### config.mk
export PLATFORM = sky130hd
export DESIGN_NAME = decimal_integer_parser
export DESIGN_NICKNAME = d
export VERILOG_FILES = /design/src/hdl/dip_pkg.sv /design/src/hdl/decimal_integer_parser.sv
export SDC_FILE = /design/constraint.sdc
export NUM_CORES = 1
export LEC_CHECK = 0
export ABC_AREA = 0
export BUFFER_PORTS_ARGS = -buffer_cell sky130_fd_sc_hd__buf_2
export CAP_MARGIN = 20
export CORE_UTILIZATION = 35
export CTS_BUF_LIST = sky130_fd_sc_hd__clkbuf_2 sky130_fd_sc_hd__clkbuf_4 sky130_fd_sc_hd__clkbuf_8
export DETAILED_ROUTE_END_ITERATION = 6
export PLACE_DENSITY_LB_ADDON = 0.08
export SLEW_MARGIN = 20
export SYNTH_ARGS = -nofsm -noshare
export SYNTH_HDL_FRONTEND = slang
export SYNTH_SLANG_ARGS = --single-unit
### constraint.sdc
create_clock -name aclk -period 7 [get_ports aclk]
set_clock_uncertainty 0.2 [all_clocks]
set_input_delay 0.35 -clock aclk [delete_from_list [all_inputs] [get_ports aclk]]
set_output_delay 0.35 -clock aclk [all_outputs]
set_load 0.02 [all_outputs]
### src/hdl/dip_pkg.sv
// package for the decimal integer parser: payload types, codes and constants
package dip_pkg;

    localparam int CP_BITS            = 21;
    localparam int VALUE_BITS         = 64;
    localparam int STATUS_BITS        = 2;
    localparam int COUNT_OUT_BITS     = 16;
    localparam int COUNT_BITS_DEFAULT = 16;
    localparam int CFG_INDEX_BITS     = 8;
    localparam int CFG_DATA_BITS      = 8;
    localparam int WIDTH_CODE_BITS    = 2;

    // code points that steer the parse
    localparam logic [CP_BITS-1:0] CP_PLUS  = 21'h00002B;
    localparam logic [CP_BITS-1:0] CP_MINUS = 21'h00002D;
    localparam logic [CP_BITS-1:0] CP_ZERO  = 21'h000030;
    localparam logic [CP_BITS-1:0] CP_NINE  = 21'h000039;

    // parse phases
    localparam logic [1:0] PHASE_START  = 2'd0;
    localparam logic [1:0] PHASE_SIGN   = 2'd1;
    localparam logic [1:0] PHASE_DIGITS = 2'd2;

    // result status codes
    localparam logic [STATUS_BITS-1:0] STATUS_OK        = 2'd0;
    localparam logic [STATUS_BITS-1:0] STATUS_NO_DIGITS = 2'd1;
    localparam logic [STATUS_BITS-1:0] STATUS_RANGE     = 2'd2;

    // configuration register indexes
    localparam logic [CFG_INDEX_BITS-1:0] REG_RESULT_WIDTH_CODE = 8'd0;
    localparam logic [CFG_INDEX_BITS-1:0] REG_RESULT_IS_SIGNED  = 8'd1;

    // result width codes
    localparam logic [WIDTH_CODE_BITS-1:0] WIDTH_8  = 2'd0;
    localparam logic [WIDTH_CODE_BITS-1:0] WIDTH_16 = 2'd1;
    localparam logic [WIDTH_CODE_BITS-1:0] WIDTH_32 = 2'd2;
    localparam logic [WIDTH_CODE_BITS-1:0] WIDTH_64 = 2'd3;

    typedef struct packed {
        logic [CP_BITS-1:0] char_code;
        logic               end_of_input;
    } in_item_t;

    typedef struct packed {
        logic [VALUE_BITS-1:0]     value_bits;
        logic [STATUS_BITS-1:0]    status;
        logic [COUNT_OUT_BITS-1:0] consumed_count;
        logic [CP_BITS-1:0]        terminator;
        logic                      ended_by_input_end;
    } out_item_t;

endpackage

### src/hdl/decimal_integer_parser.sv
// decimal integer parser: sign and ascii digits in, checked integer result out
//
// usage
//   s_valid/s_ready/s_data carry one code point per transfer, or an end of
//   input marker. m_valid/m_ready/m_data carry one result per closed number.
//   cfg_valid/cfg_ready/cfg_index/cfg_data write the result width code
//   (index 0) and the signed flag (index 1); cfg_ready is always high and
//   writes to other indexes are dropped. write configuration only when idle.
//   a number is closed by the first code point that cannot extend it or by
//   end of input; the closing code point is reported as the terminator and
//   is not counted, and the next transfer starts a new number.
// timing
//   an input transfer is registered, then handled from the input register by
//   one multiply-by-ten-and-add with its range compare; a closing item puts
//   its result in the output register, which drives m_valid. one item per
//   cycle is taken unless a closing item waits for the output slot.
// reset and stalls
//   synchronous active low reset empties both stages, clears the parse state
//   and returns the registers to 32-bit signed. while m_ready is low a
//   waiting result holds; items that do not close a number keep flowing, and
//   a closing item waits in the input register until the output slot frees.
module decimal_integer_parser #(
    parameter int COUNT_BITS = dip_pkg::COUNT_BITS_DEFAULT
) (
    input  logic                               aclk,
    input  logic                               aresetn,
    input  logic                               s_valid,
    output logic                               s_ready,
    input  dip_pkg::in_item_t                  s_data,
    output logic                               m_valid,
    input  logic                               m_ready,
    output dip_pkg::out_item_t                 m_data,
    input  logic                               cfg_valid,
    output logic                               cfg_ready,
    input  logic [dip_pkg::CFG_INDEX_BITS-1:0] cfg_index,
    input  logic [dip_pkg::CFG_DATA_BITS-1:0]  cfg_data
);
    import dip_pkg::*;

    localparam int WIDE_BITS = VALUE_BITS + 4;

    // configuration registers
    logic [WIDTH_CODE_BITS-1:0] width_code_reg;
    logic                       is_signed_reg;

    // input stage
    logic     in_valid_reg;
    in_item_t in_data_reg;

    // parse state
    logic [1:0]            phase_reg,     phase_next;
    logic                  minus_reg,     minus_next;
    logic [VALUE_BITS-1:0] magnitude_reg, magnitude_next;
    logic                  overflow_reg,  overflow_next;
    logic [COUNT_BITS-1:0] consumed_reg,  consumed_next;

    // output stage
    logic      out_valid_reg;
    out_item_t out_data_reg;
    out_item_t out_data_next;

    // item classification
    logic                  eoi;
    logic [CP_BITS-1:0]    cp;
    logic [3:0]            cp_offset;
    logic                  is_digit;
    logic                  is_sign;
    logic                  closes;
    logic                  take_item;
    logic                  out_free;

    // digit accumulate
    logic [WIDE_BITS-1:0]  mag_wide;
    logic [WIDE_BITS-1:0]  scaled;
    logic                  step_overflow;
    logic [COUNT_BITS-1:0] consumed_bumped;

    // range check at close
    logic [VALUE_BITS-1:0]  umax;
    logic [VALUE_BITS-1:0]  smax;
    logic [STATUS_BITS-1:0] status;
    logic [VALUE_BITS-1:0]  value;

    assign cfg_ready = 1'b1;

    always_ff @(posedge aclk) begin
        if (!aresetn) begin
            width_code_reg <= WIDTH_32;
            is_signed_reg  <= 1'b1;
        end else if (cfg_valid && cfg_ready) begin
            unique case (cfg_index)
                REG_RESULT_WIDTH_CODE: width_code_reg <= cfg_data[WIDTH_CODE_BITS-1:0];
                REG_RESULT_IS_SIGNED:  is_signed_reg  <= cfg_data[0];
                default: ;
            endcase
        end
    end

    // classify the registered item
    always_comb begin
        eoi       = in_data_reg.end_of_input;
        cp        = in_data_reg.char_code;
        cp_offset = cp[3:0] - CP_ZERO[3:0];
        is_digit  = !eoi && (cp >= CP_ZERO) && (cp <= CP_NINE);
        is_sign   = !eoi && (phase_reg == PHASE_START)
                    && ((cp == CP_PLUS) || (cp == CP_MINUS));
        closes    = !is_digit && !is_sign;
    end

    // output slot frees when empty or taken this cycle
    assign out_free  = !out_valid_reg || m_ready;
    assign take_item = in_valid_reg && (!closes || out_free);
    assign s_ready   = !in_valid_reg || take_item;
    assign m_valid   = out_valid_reg;
    assign m_data    = out_data_reg;

    // magnitude * 10 + digit, with carry out into the top nibble
    always_comb begin
        mag_wide      = {4'd0, magnitude_reg};
        scaled        = (mag_wide << 3) + (mag_wide << 1)
                        + {{(WIDE_BITS-4){1'b0}}, cp_offset};
        step_overflow = (scaled[WIDE_BITS-1:VALUE_BITS] != 4'd0);
        consumed_bumped = (consumed_reg == {COUNT_BITS{1'b1}})
                          ? consumed_reg : consumed_reg + 1'b1;
    end

    // range check against the selected width
    always_comb begin
        unique case (width_code_reg)
            WIDTH_8:  umax = {{(VALUE_BITS-8){1'b0}},  {8{1'b1}}};
            WIDTH_16: umax = {{(VALUE_BITS-16){1'b0}}, {16{1'b1}}};
            WIDTH_32: umax = {{(VALUE_BITS-32){1'b0}}, {32{1'b1}}};
            WIDTH_64: umax = {VALUE_BITS{1'b1}};
            default:  umax = {VALUE_BITS{1'b1}};
        endcase
        smax  = umax >> 1;
        value = '0;
        if (phase_reg != PHASE_DIGITS) begin
            status = STATUS_NO_DIGITS;
        end else if (overflow_reg || (magnitude_reg > umax)) begin
            status = STATUS_RANGE;
        end else if (!minus_reg) begin
            if (is_signed_reg && (magnitude_reg > smax)) begin
                status = STATUS_RANGE;
            end else begin
                status = STATUS_OK;
                value  = magnitude_reg;
            end
        end else if (!is_signed_reg) begin
            // negative zero is fine unsigned
            status = (magnitude_reg == '0) ? STATUS_OK : STATUS_RANGE;
        end else if (magnitude_reg > smax + 1'b1) begin
            status = STATUS_RANGE;
        end else begin
            status = STATUS_OK;
            value  = '0 - magnitude_reg;
        end

        out_data_next.value_bits         = value;
        out_data_next.status             = status;
        out_data_next.consumed_count     = (status == STATUS_OK)
                                           ? COUNT_OUT_BITS'(consumed_reg)
                                           : '0;
        out_data_next.terminator         = eoi ? '0 : cp;
        out_data_next.ended_by_input_end = eoi;
    end

    // next parse state
    always_comb begin
        phase_next     = phase_reg;
        minus_next     = minus_reg;
        magnitude_next = magnitude_reg;
        overflow_next  = overflow_reg;
        consumed_next  = consumed_reg;
        if (take_item) begin
            if (closes) begin
                phase_next     = PHASE_START;
                minus_next     = 1'b0;
                magnitude_next = '0;
                overflow_next  = 1'b0;
                consumed_next  = '0;
            end else if (is_digit) begin
                phase_next    = PHASE_DIGITS;
                consumed_next = consumed_bumped;
                if (step_overflow) begin
                    overflow_next = 1'b1;
                end else begin
                    magnitude_next = scaled[VALUE_BITS-1:0];
                end
            end else begin
                phase_next    = PHASE_SIGN;
                minus_next    = (cp == CP_MINUS);
                consumed_next = consumed_bumped;
            end
        end
    end

    always_ff @(posedge aclk) begin
        if (!aresetn) begin
            in_valid_reg  <= 1'b0;
            out_valid_reg <= 1'b0;
            phase_reg     <= PHASE_START;
            minus_reg     <= 1'b0;
            magnitude_reg <= '0;
            overflow_reg  <= 1'b0;
            consumed_reg  <= '0;
        end else begin
            if (s_valid && s_ready) begin
                in_valid_reg <= 1'b1;
            end else if (take_item) begin
                in_valid_reg <= 1'b0;
            end
            if (take_item && closes) begin
                out_valid_reg <= 1'b1;
            end else if (m_ready) begin
                out_valid_reg <= 1'b0;
            end
            phase_reg     <= phase_next;
            minus_reg     <= minus_next;
            magnitude_reg <= magnitude_next;
            overflow_reg  <= overflow_next;
            consumed_reg  <= consumed_next;
        end
    end

    // payload registers
    always_ff @(posedge aclk) begin
        if (s_valid && s_ready) begin
            in_data_reg <= s_data;
        end
        if (take_item && closes) begin
            out_data_reg <= out_data_next;
        end
    end

    // errors carry neither value nor count
    a_error_zeroed: assert property (@(posedge aclk) disable iff (!aresetn)
        (m_valid && (m_data.status != STATUS_OK))
        |-> ((m_data.value_bits == '0) && (m_data.consumed_count == '0)))
        else $error("error result with nonzero value or count");

    // a number never closes on a digit
    a_term_not_digit: assert property (@(posedge aclk) disable iff (!aresetn)
        (m_valid && !m_data.ended_by_input_end)
        |-> ((m_data.terminator < CP_ZERO) || (m_data.terminator > CP_NINE)))
        else $error("digit reported as terminator");

    // end of input reports a zero terminator
    a_eoi_term_zero: assert property (@(posedge aclk) disable iff (!aresetn)
        (m_valid && m_data.ended_by_input_end) |-> (m_data.terminator == '0))
        else $error("nonzero terminator at end of input");

    // the start phase holds a cleared accumulator
    a_start_clear: assert property (@(posedge aclk) disable iff (!aresetn)
        (phase_reg == PHASE_START)
        |-> ((magnitude_reg == '0) && (consumed_reg == '0) && !overflow_reg && !minus_reg))
        else $error("stale parse state in start phase");

    // a closing item held back by a stalled result stays in the input stage
    a_close_waits: assert property (@(posedge aclk) disable iff (!aresetn)
        (in_valid_reg && closes && out_valid_reg && !m_ready)
        |=> (in_valid_reg && $stable(in_data_reg)))
        else $error("closing item lost while the output stalled");

endmodule
[Word-level counts from Yosys, hierarchy flattened]
Cells that the tools add are included.
Operators by class
  $add $sub $neg: 5
  multipliers: 0
  divide/modulo/power cells: 0
  order comparisons: 5
  eq/ne operators: 11
  shift operators: 0
  mux-type cells: 28
  bitwise operators: 0
  reduce and logical (&&, ||, !) cells: 37
Operator list (count)
  $mux W64: 7
  $pmux W64 S4: 1
  $gt A64 B64 Y1: 2
  $add A67 B65 Y68: 1
  $add A68 B4 Y68: 1
  $add A63 B1 Y64 const B: 1
  $gt A64 B63 Y1: 1
  $logic_not A64 Y1: 1
  $sub A1 B64 Y64 const A: 1
  $eq A21 B6 Y1 const B: 2
  $mux W16: 2
  $ge A21 B6 Y1 const B: 1
  $le A21 B6 Y1 const B: 1
  $mux W2: 9
  $add A16 B1 Y16 const B: 1
  $eq A16 B16 Y1 const B: 1
  $logic_and A1 B1 Y1: 9
  $mux W1: 9
  $eq A8 B1 Y1 const B: 1
  $logic_not A8 Y1: 1
  $reduce_and A2 Y1: 4
  $reduce_bool A2 Y1: 4
  $logic_not A1 Y1: 6
  $logic_not A2 Y1: 3
  other kinds (8): 16
Word-level totals
  flip-flop bits (word level): 215
  bits in latches: 0
  memory bits (writable): 0
  ROM bits: 0
  bits of input ports: 43
  output and inout bits: 107
  word-level logic and storage cells: 102
  memories: 0

[Longest topological paths before layout]
  depth after elaboration: 11
  depth in mapped cells: 17
  mapped depth without buffers: 15

[Least setup slack after synthesis]
No wires, ideal clock.
  path kind: flip-flop to flip-flop
  start: reg in_data_reg, in the netlist cp[6]
  end: reg out_data_reg, in the netlist m_data[0], enable pin
  library setup time: 0.457 ns
  arrival: 3.962 ns
  data required time: 6.343 ns
  setup slack: 2.381 ns
  cell stages (with the launch flop): 10
  buffers on the path: 2
  period minus slack after synthesis: 4.619 ns
  cell sequence: edfxtp_1 nor4b_1 nand4_1 nor2_1 or2_2 o21a_1 nand2b_1 clkbuf_1 buf_1 inv_1
Between the ends
  cells in the longest elaborated chain, start to end: 9
  elaborated cells between the ends (all ways): 15
  classes of those cells: order compare: 2; eq/ne: 2; reduce/logical: 11
RTL lines
  start, declared: line decimal_integer_parser.sv:48  | in_item_t in_data_reg;
  start signal, assigned: line decimal_integer_parser.sv:229  | in_data_reg <= s_data;
  $ge A21 B6 Y1 or $eq A21 B6 Y1 (tied branches): line decimal_integer_parser.sv:104, decimal_integer_parser.sv:106
  $logic_and A1 B1 Y1 or $logic_or A1 B1 Y1 (tied branches): line decimal_integer_parser.sv:104, decimal_integer_parser.sv:106
  $logic_and A1 B1 Y1, on equally long branches: line decimal_integer_parser.sv:104, decimal_integer_parser.sv:106
  $logic_not A1 Y1: line decimal_integer_parser.sv:107  | closes = !is_digit && !is_sign;
  $logic_and A1 B1 Y1 (*): line decimal_integer_parser.sv:107
  $logic_not A1 Y1: line decimal_integer_parser.sv:112  | assign take_item = in_valid_reg && (!closes || out_free);
  $logic_or A1 B1 Y1: line decimal_integer_parser.sv:112
  $logic_and A1 B1 Y1: line decimal_integer_parser.sv:112
  $logic_and A1 B1 Y1 (*): line decimal_integer_parser.sv:231  | if (take_item && closes) begin
  end signal, assigned: line decimal_integer_parser.sv:232  | out_data_reg <= out_data_next;
  end, declared: line decimal_integer_parser.sv:59  | out_item_t out_data_reg;
Mark *: on every way between the ends. The rest lies on a longest branch, timed or not.
A chain may end at the register's enable or synchronous reset.

[Final worst setup path]
  start: reg magnitude_reg[0]
  end: reg magnitude_reg[22]
Between the ends
  cells in the longest elaborated chain, start to end: 5
  elaborated cells between the ends (all ways): 8
  classes of those cells: add/sub: 2; eq/ne: 1; mux: 3; reduce/logical: 2
RTL lines
  start, declared: line decimal_integer_parser.sv:53  | logic [VALUE_BITS-1:0] magnitude_reg, magnitude_next;
  start signal, assigned: line decimal_integer_parser.sv:220  | magnitude_reg <= magnitude_next;
  $add A67 B65 Y68 (*): line decimal_integer_parser.sv:120  | scaled = (mag_wide << 3) + (mag_wide << 1)
  $add A68 B4 Y68 (*): line decimal_integer_parser.sv:121  | + {{(WIDE_BITS-4){1'b0}}, cp_offset};
  $reduce_bool A4 Y1 or $mux W64 (tied branches): line decimal_integer_parser.sv:122, decimal_integer_parser.sv:185
  $ne A2 B2 Y1 (no source line) or $mux W64 (tied branches)
  $reduce_and A3 Y1 (no source line) or $mux W64 (tied branches)
Mark *: on every way between the ends. The rest lies on a longest branch, timed or not. The select of a mux whose other input is x is not followed.

==> qor.txt <==
Die ar.: 0.04646 mm2
Number of I/O pins: 150
Gr usage total: 21.61%
Port Buffer Count: 142
TritonCTS clock tree: built
Post-synth EDFFs: 126
Initial antenna violation count: 0
Pin count of the biggest net entering global routing: 83
Routed wire length: 50.57 mm
Setup ws final: 0.9572 ns
Critical Path RT: 7.31 ns
Wire length of the first global-routing pass: 79.97 mm
Largest stage delay on the critical path: 0.75 ns
Post-synth design cell area: 0.01596 mm2
Remaining antenna violation count: 0
TritonCTS Buffers: 42
Primary FF master, synth: edfxtp_1
H-tree depth: 2
Sink Count: 215
DRC: 0
Post-DP HPWL: 36.36 mm
Fmax: 0.1655 GHz
Kind of end point of the critical path: flip-flop
Die Ht: 215.5 um
Layout Nets: 2185
GRT Residual Overflow: 0
Power Density: 158.0 mW/mm2
Resize count post-CTS: 0
Reg clk slew, reported paths: 0.06 ns
Setup bufs post-CTS: 0
Clock tree buffer depth: 3
Worst VDD drop: 119.6 uV
Setup WS pre-CTS: 1.083 ns
Via-per-instance ratio: 5.675
Max Cap Viol: 0
TNS Setup: 0 ns
Leakage: 7.775 nW
Vias after detailed routing: 14.59k
Worst Setup Path Type: flip-flop to flip-flop
Placed instance count: 2463
Post-Synthesis Cells: 1811
WL per Instance: 19.68 um
Row Count: 77
Syn avg cell area: 8.813 um2
Die width: 215.5 um
Latest clock arrival within the worst-skew pair: 0.61 ns
Least-Margin Pin Slew: 1.007 ns
Final Hold Fails: 0
Worst Path Arrival: 6.35 ns
CP Max Fanout: 41
Post-route cell area: 0.01841 mm2
Hold Buf Count CTS: 31
DRT iter0 DRCs: 935
DRT Pass-1 Iters: 7
Final Critical Period: 6.043 ns
Relative slew slack: 32.18%
Area delta synth->final: 15.33%
Layout cell share with drive strength beyond 1: 13.10%
Worst Setup Start Kind: flip-flop
CP max stage cell: a2111oi_1
Yosys warning total: 0
GP Congestion: 0.9122
Effective utilization at floorplan: 35.78%
Number of global-route vias before repair: 13.96k
Yosys reg bits: 215
Final worst path period share: 86.33%
Cells along the critical path: inv_1, fa_1, inv_1, ha_1, a21oi_1, nor2_1, o21ai_0, a21oi_1, o2111ai_1, a2111oi_0, o21ai_0, a2111oi_1, o2111ai_4, and2_2, buf_4, o31ai_1
Clock root buffer: clkbuf_8
Register area share after synthesis: 34.87%
Yosys cell types: 79
Final hold slack: 0.06707 ns
RSZ-0062 raised after global routing: false
Hold Crit Class: input pin to flip-flop
Area of the core: 0.04461 mm2
Fin cells: 2570
Placed Area: 0.01720 mm2
Status: completed
Max-slew violations: 0
Max reg flops: 104
Final Setup Violations: 0
Async set-or-reset flop fraction in the synthesized netlist: 0%
[path summary, 6_finish.rpt]
| path | slack (ns) | startpoint | to | cells after the start |
|---|---|---|---|---|
| setup / recovery | 0.96 | magnitude_reg[0]$_SDFFE_PN0P_ | magnitude_reg[22]$_SDFFE_PN0P_ | 16 |
| hold / removal | 0.07 | cfg_index[6] | width_code_reg[0]$_SDFFE_PN0P_ | 6 |
| setup reg to reg | 0.96 | magnitude_reg[0]$_SDFFE_PN0P_ | magnitude_reg[22]$_SDFFE_PN0P_ | 16 |
| hold reg to reg | 0.28 | phase_reg[1]$_SDFFE_PN0P_ | phase_reg[1]$_SDFFE_PN0P_ | 2 |
[Yosys cell counts (13+ instances only)]
cell	n	area share, %
nand3_1	53	1.7
o31ai_1	55	2.6
inv_1	41	0.96
nor2_1	164	3.9
a21oi_1	150	4.7
nand4_1	96	3.8
xnor2_1	38	2.1
or4_1	13	0.61
nor4_1	17	0.67
o211a_1	17	1.1
and2_1	23	0.90
or3_1	29	1.1
nand2b_1	18	0.71
nand2_1	156	3.7
nor3_1	53	1.7
a311oi_1	26	1.4
edfxtp_1	126	24
xor2_1	27	1.5
o211ai_1	14	0.66
clkbuf_1	81	1.9
a31oi_1	17	0.67
o21ai_0	93	2.9
nor2b_1	26	1.0
dfxtp_1	89	11
ha_1	194	15
a21o_1	41	1.9
[layout by cell type, fill, tap and decap left out, types with 7 or more instances in the layout]
| cell type | n |
|---|---|
| xnor2_1 | 38 |
| clkbuf_4 | 11 |
| nand2_1 | 154 |
| and3_1 | 10 |
| xor2_1 | 27 |
| edfxtp_1 | 126 |
| buf_2 | 142 |
| inv_1 | 40 |
| ha_1 | 194 |
| o21bai_1 | 9 |
| nor2b_1 | 26 |
| nor3_1 | 53 |
| nand4_1 | 96 |
| buf_4 | 15 |
| o211ai_1 | 14 |
| o21ai_0 | 93 |
| and2_1 | 22 |
| dfxtp_1 | 89 |
| dlygate4sd3_1 | 31 |
| a21o_1 | 41 |
| or3_1 | 29 |
| a21oi_1 | 150 |
| nor2_1 | 164 |
| o211a_1 | 16 |
| nand3_1 | 53 |
| or2_2 | 8 |
| nand2b_1 | 17 |
| o31ai_1 | 55 |
| nor4_1 | 17 |
| o21a_1 | 10 |
| clkinv_1 | 7 |
| a311oi_1 | 26 |
| a31oi_1 | 17 |
| clkbuf_8 | 47 |
| or4_1 | 13 |
[stage by stage]
| step | power [mW] | util (%) |
|---|---|---|
| 6_report | 2.909 | 41.26 |
| 5_1_grt | 3.017 | 41.26 |
| 4_1_cts | 2.949 | 41.25 |
| 3_5_place_dp | 1.546 | 38.56 |
| 3_3_place_gp | 1.546 | 38.56 |
| 2_1_floorplan | 1.490 | - |
[cell families after synthesis]
family	Yosys count	synth area share (%)
compound gates	491	20.01
xor+xnor	65	3.567
fa+ha+maj	196	15.46
buf+inv	139	3.371
flops	215	34.87
mux	3	0.1882
other cells	1	0.02350
simple gates	701	22.51
[power breakdown]
group / internal, mW / leakage, nW / switching (mW)
Combinational: 0.0433 / 5.39 / 0.103
Clock: 0.786 / 0.471 / 0.592
Sequential: 1.37 / 1.92 / 0.0125
[per-layer routing]
| layer | vias up | routed length [um] | GRT usage [%] |
|---|---|---|---|
| li1 | 7172 | - | - |
| met1 | 6979 | 25410 | 31.18 |
| met2 | 371 | 21890 | 33.56 |
| met3 | 63 | 2274 | 2.903 |
| met4 | 0 | 992 | 5.957 |
| met5 | - | 0 | 0 |
[cell type report]
| class | instances | area (um2) |
|---|---|---|
| fill | 4502 | 26200 |
| multi-input combinational | 1458 | 9917 |
| sequential | 215 | 5565 |
| timing repair buffer | 188 | 1134 |
| tap | 592 | 740.7 |
| clock buffer | 58 | 729.5 |
| clock inverter | 17 | 158.9 |
| inverter | 41 | 158.9 |
| antenna | 1 | 2.502 |
[worst max-delay path, delay by kind of cell, from the launching register on]
| family | cells | cell delay, ns |
|---|---|---|
| flops | 1 | 0.44 |
| buf+inv | 3 | 0.56 |
| fa+ha+maj | 2 | 0.87 |
| compound gates | 9 | 3.04 |
| simple gates | 2 | 0.83 |
Power figures use the tool's default switching activity.
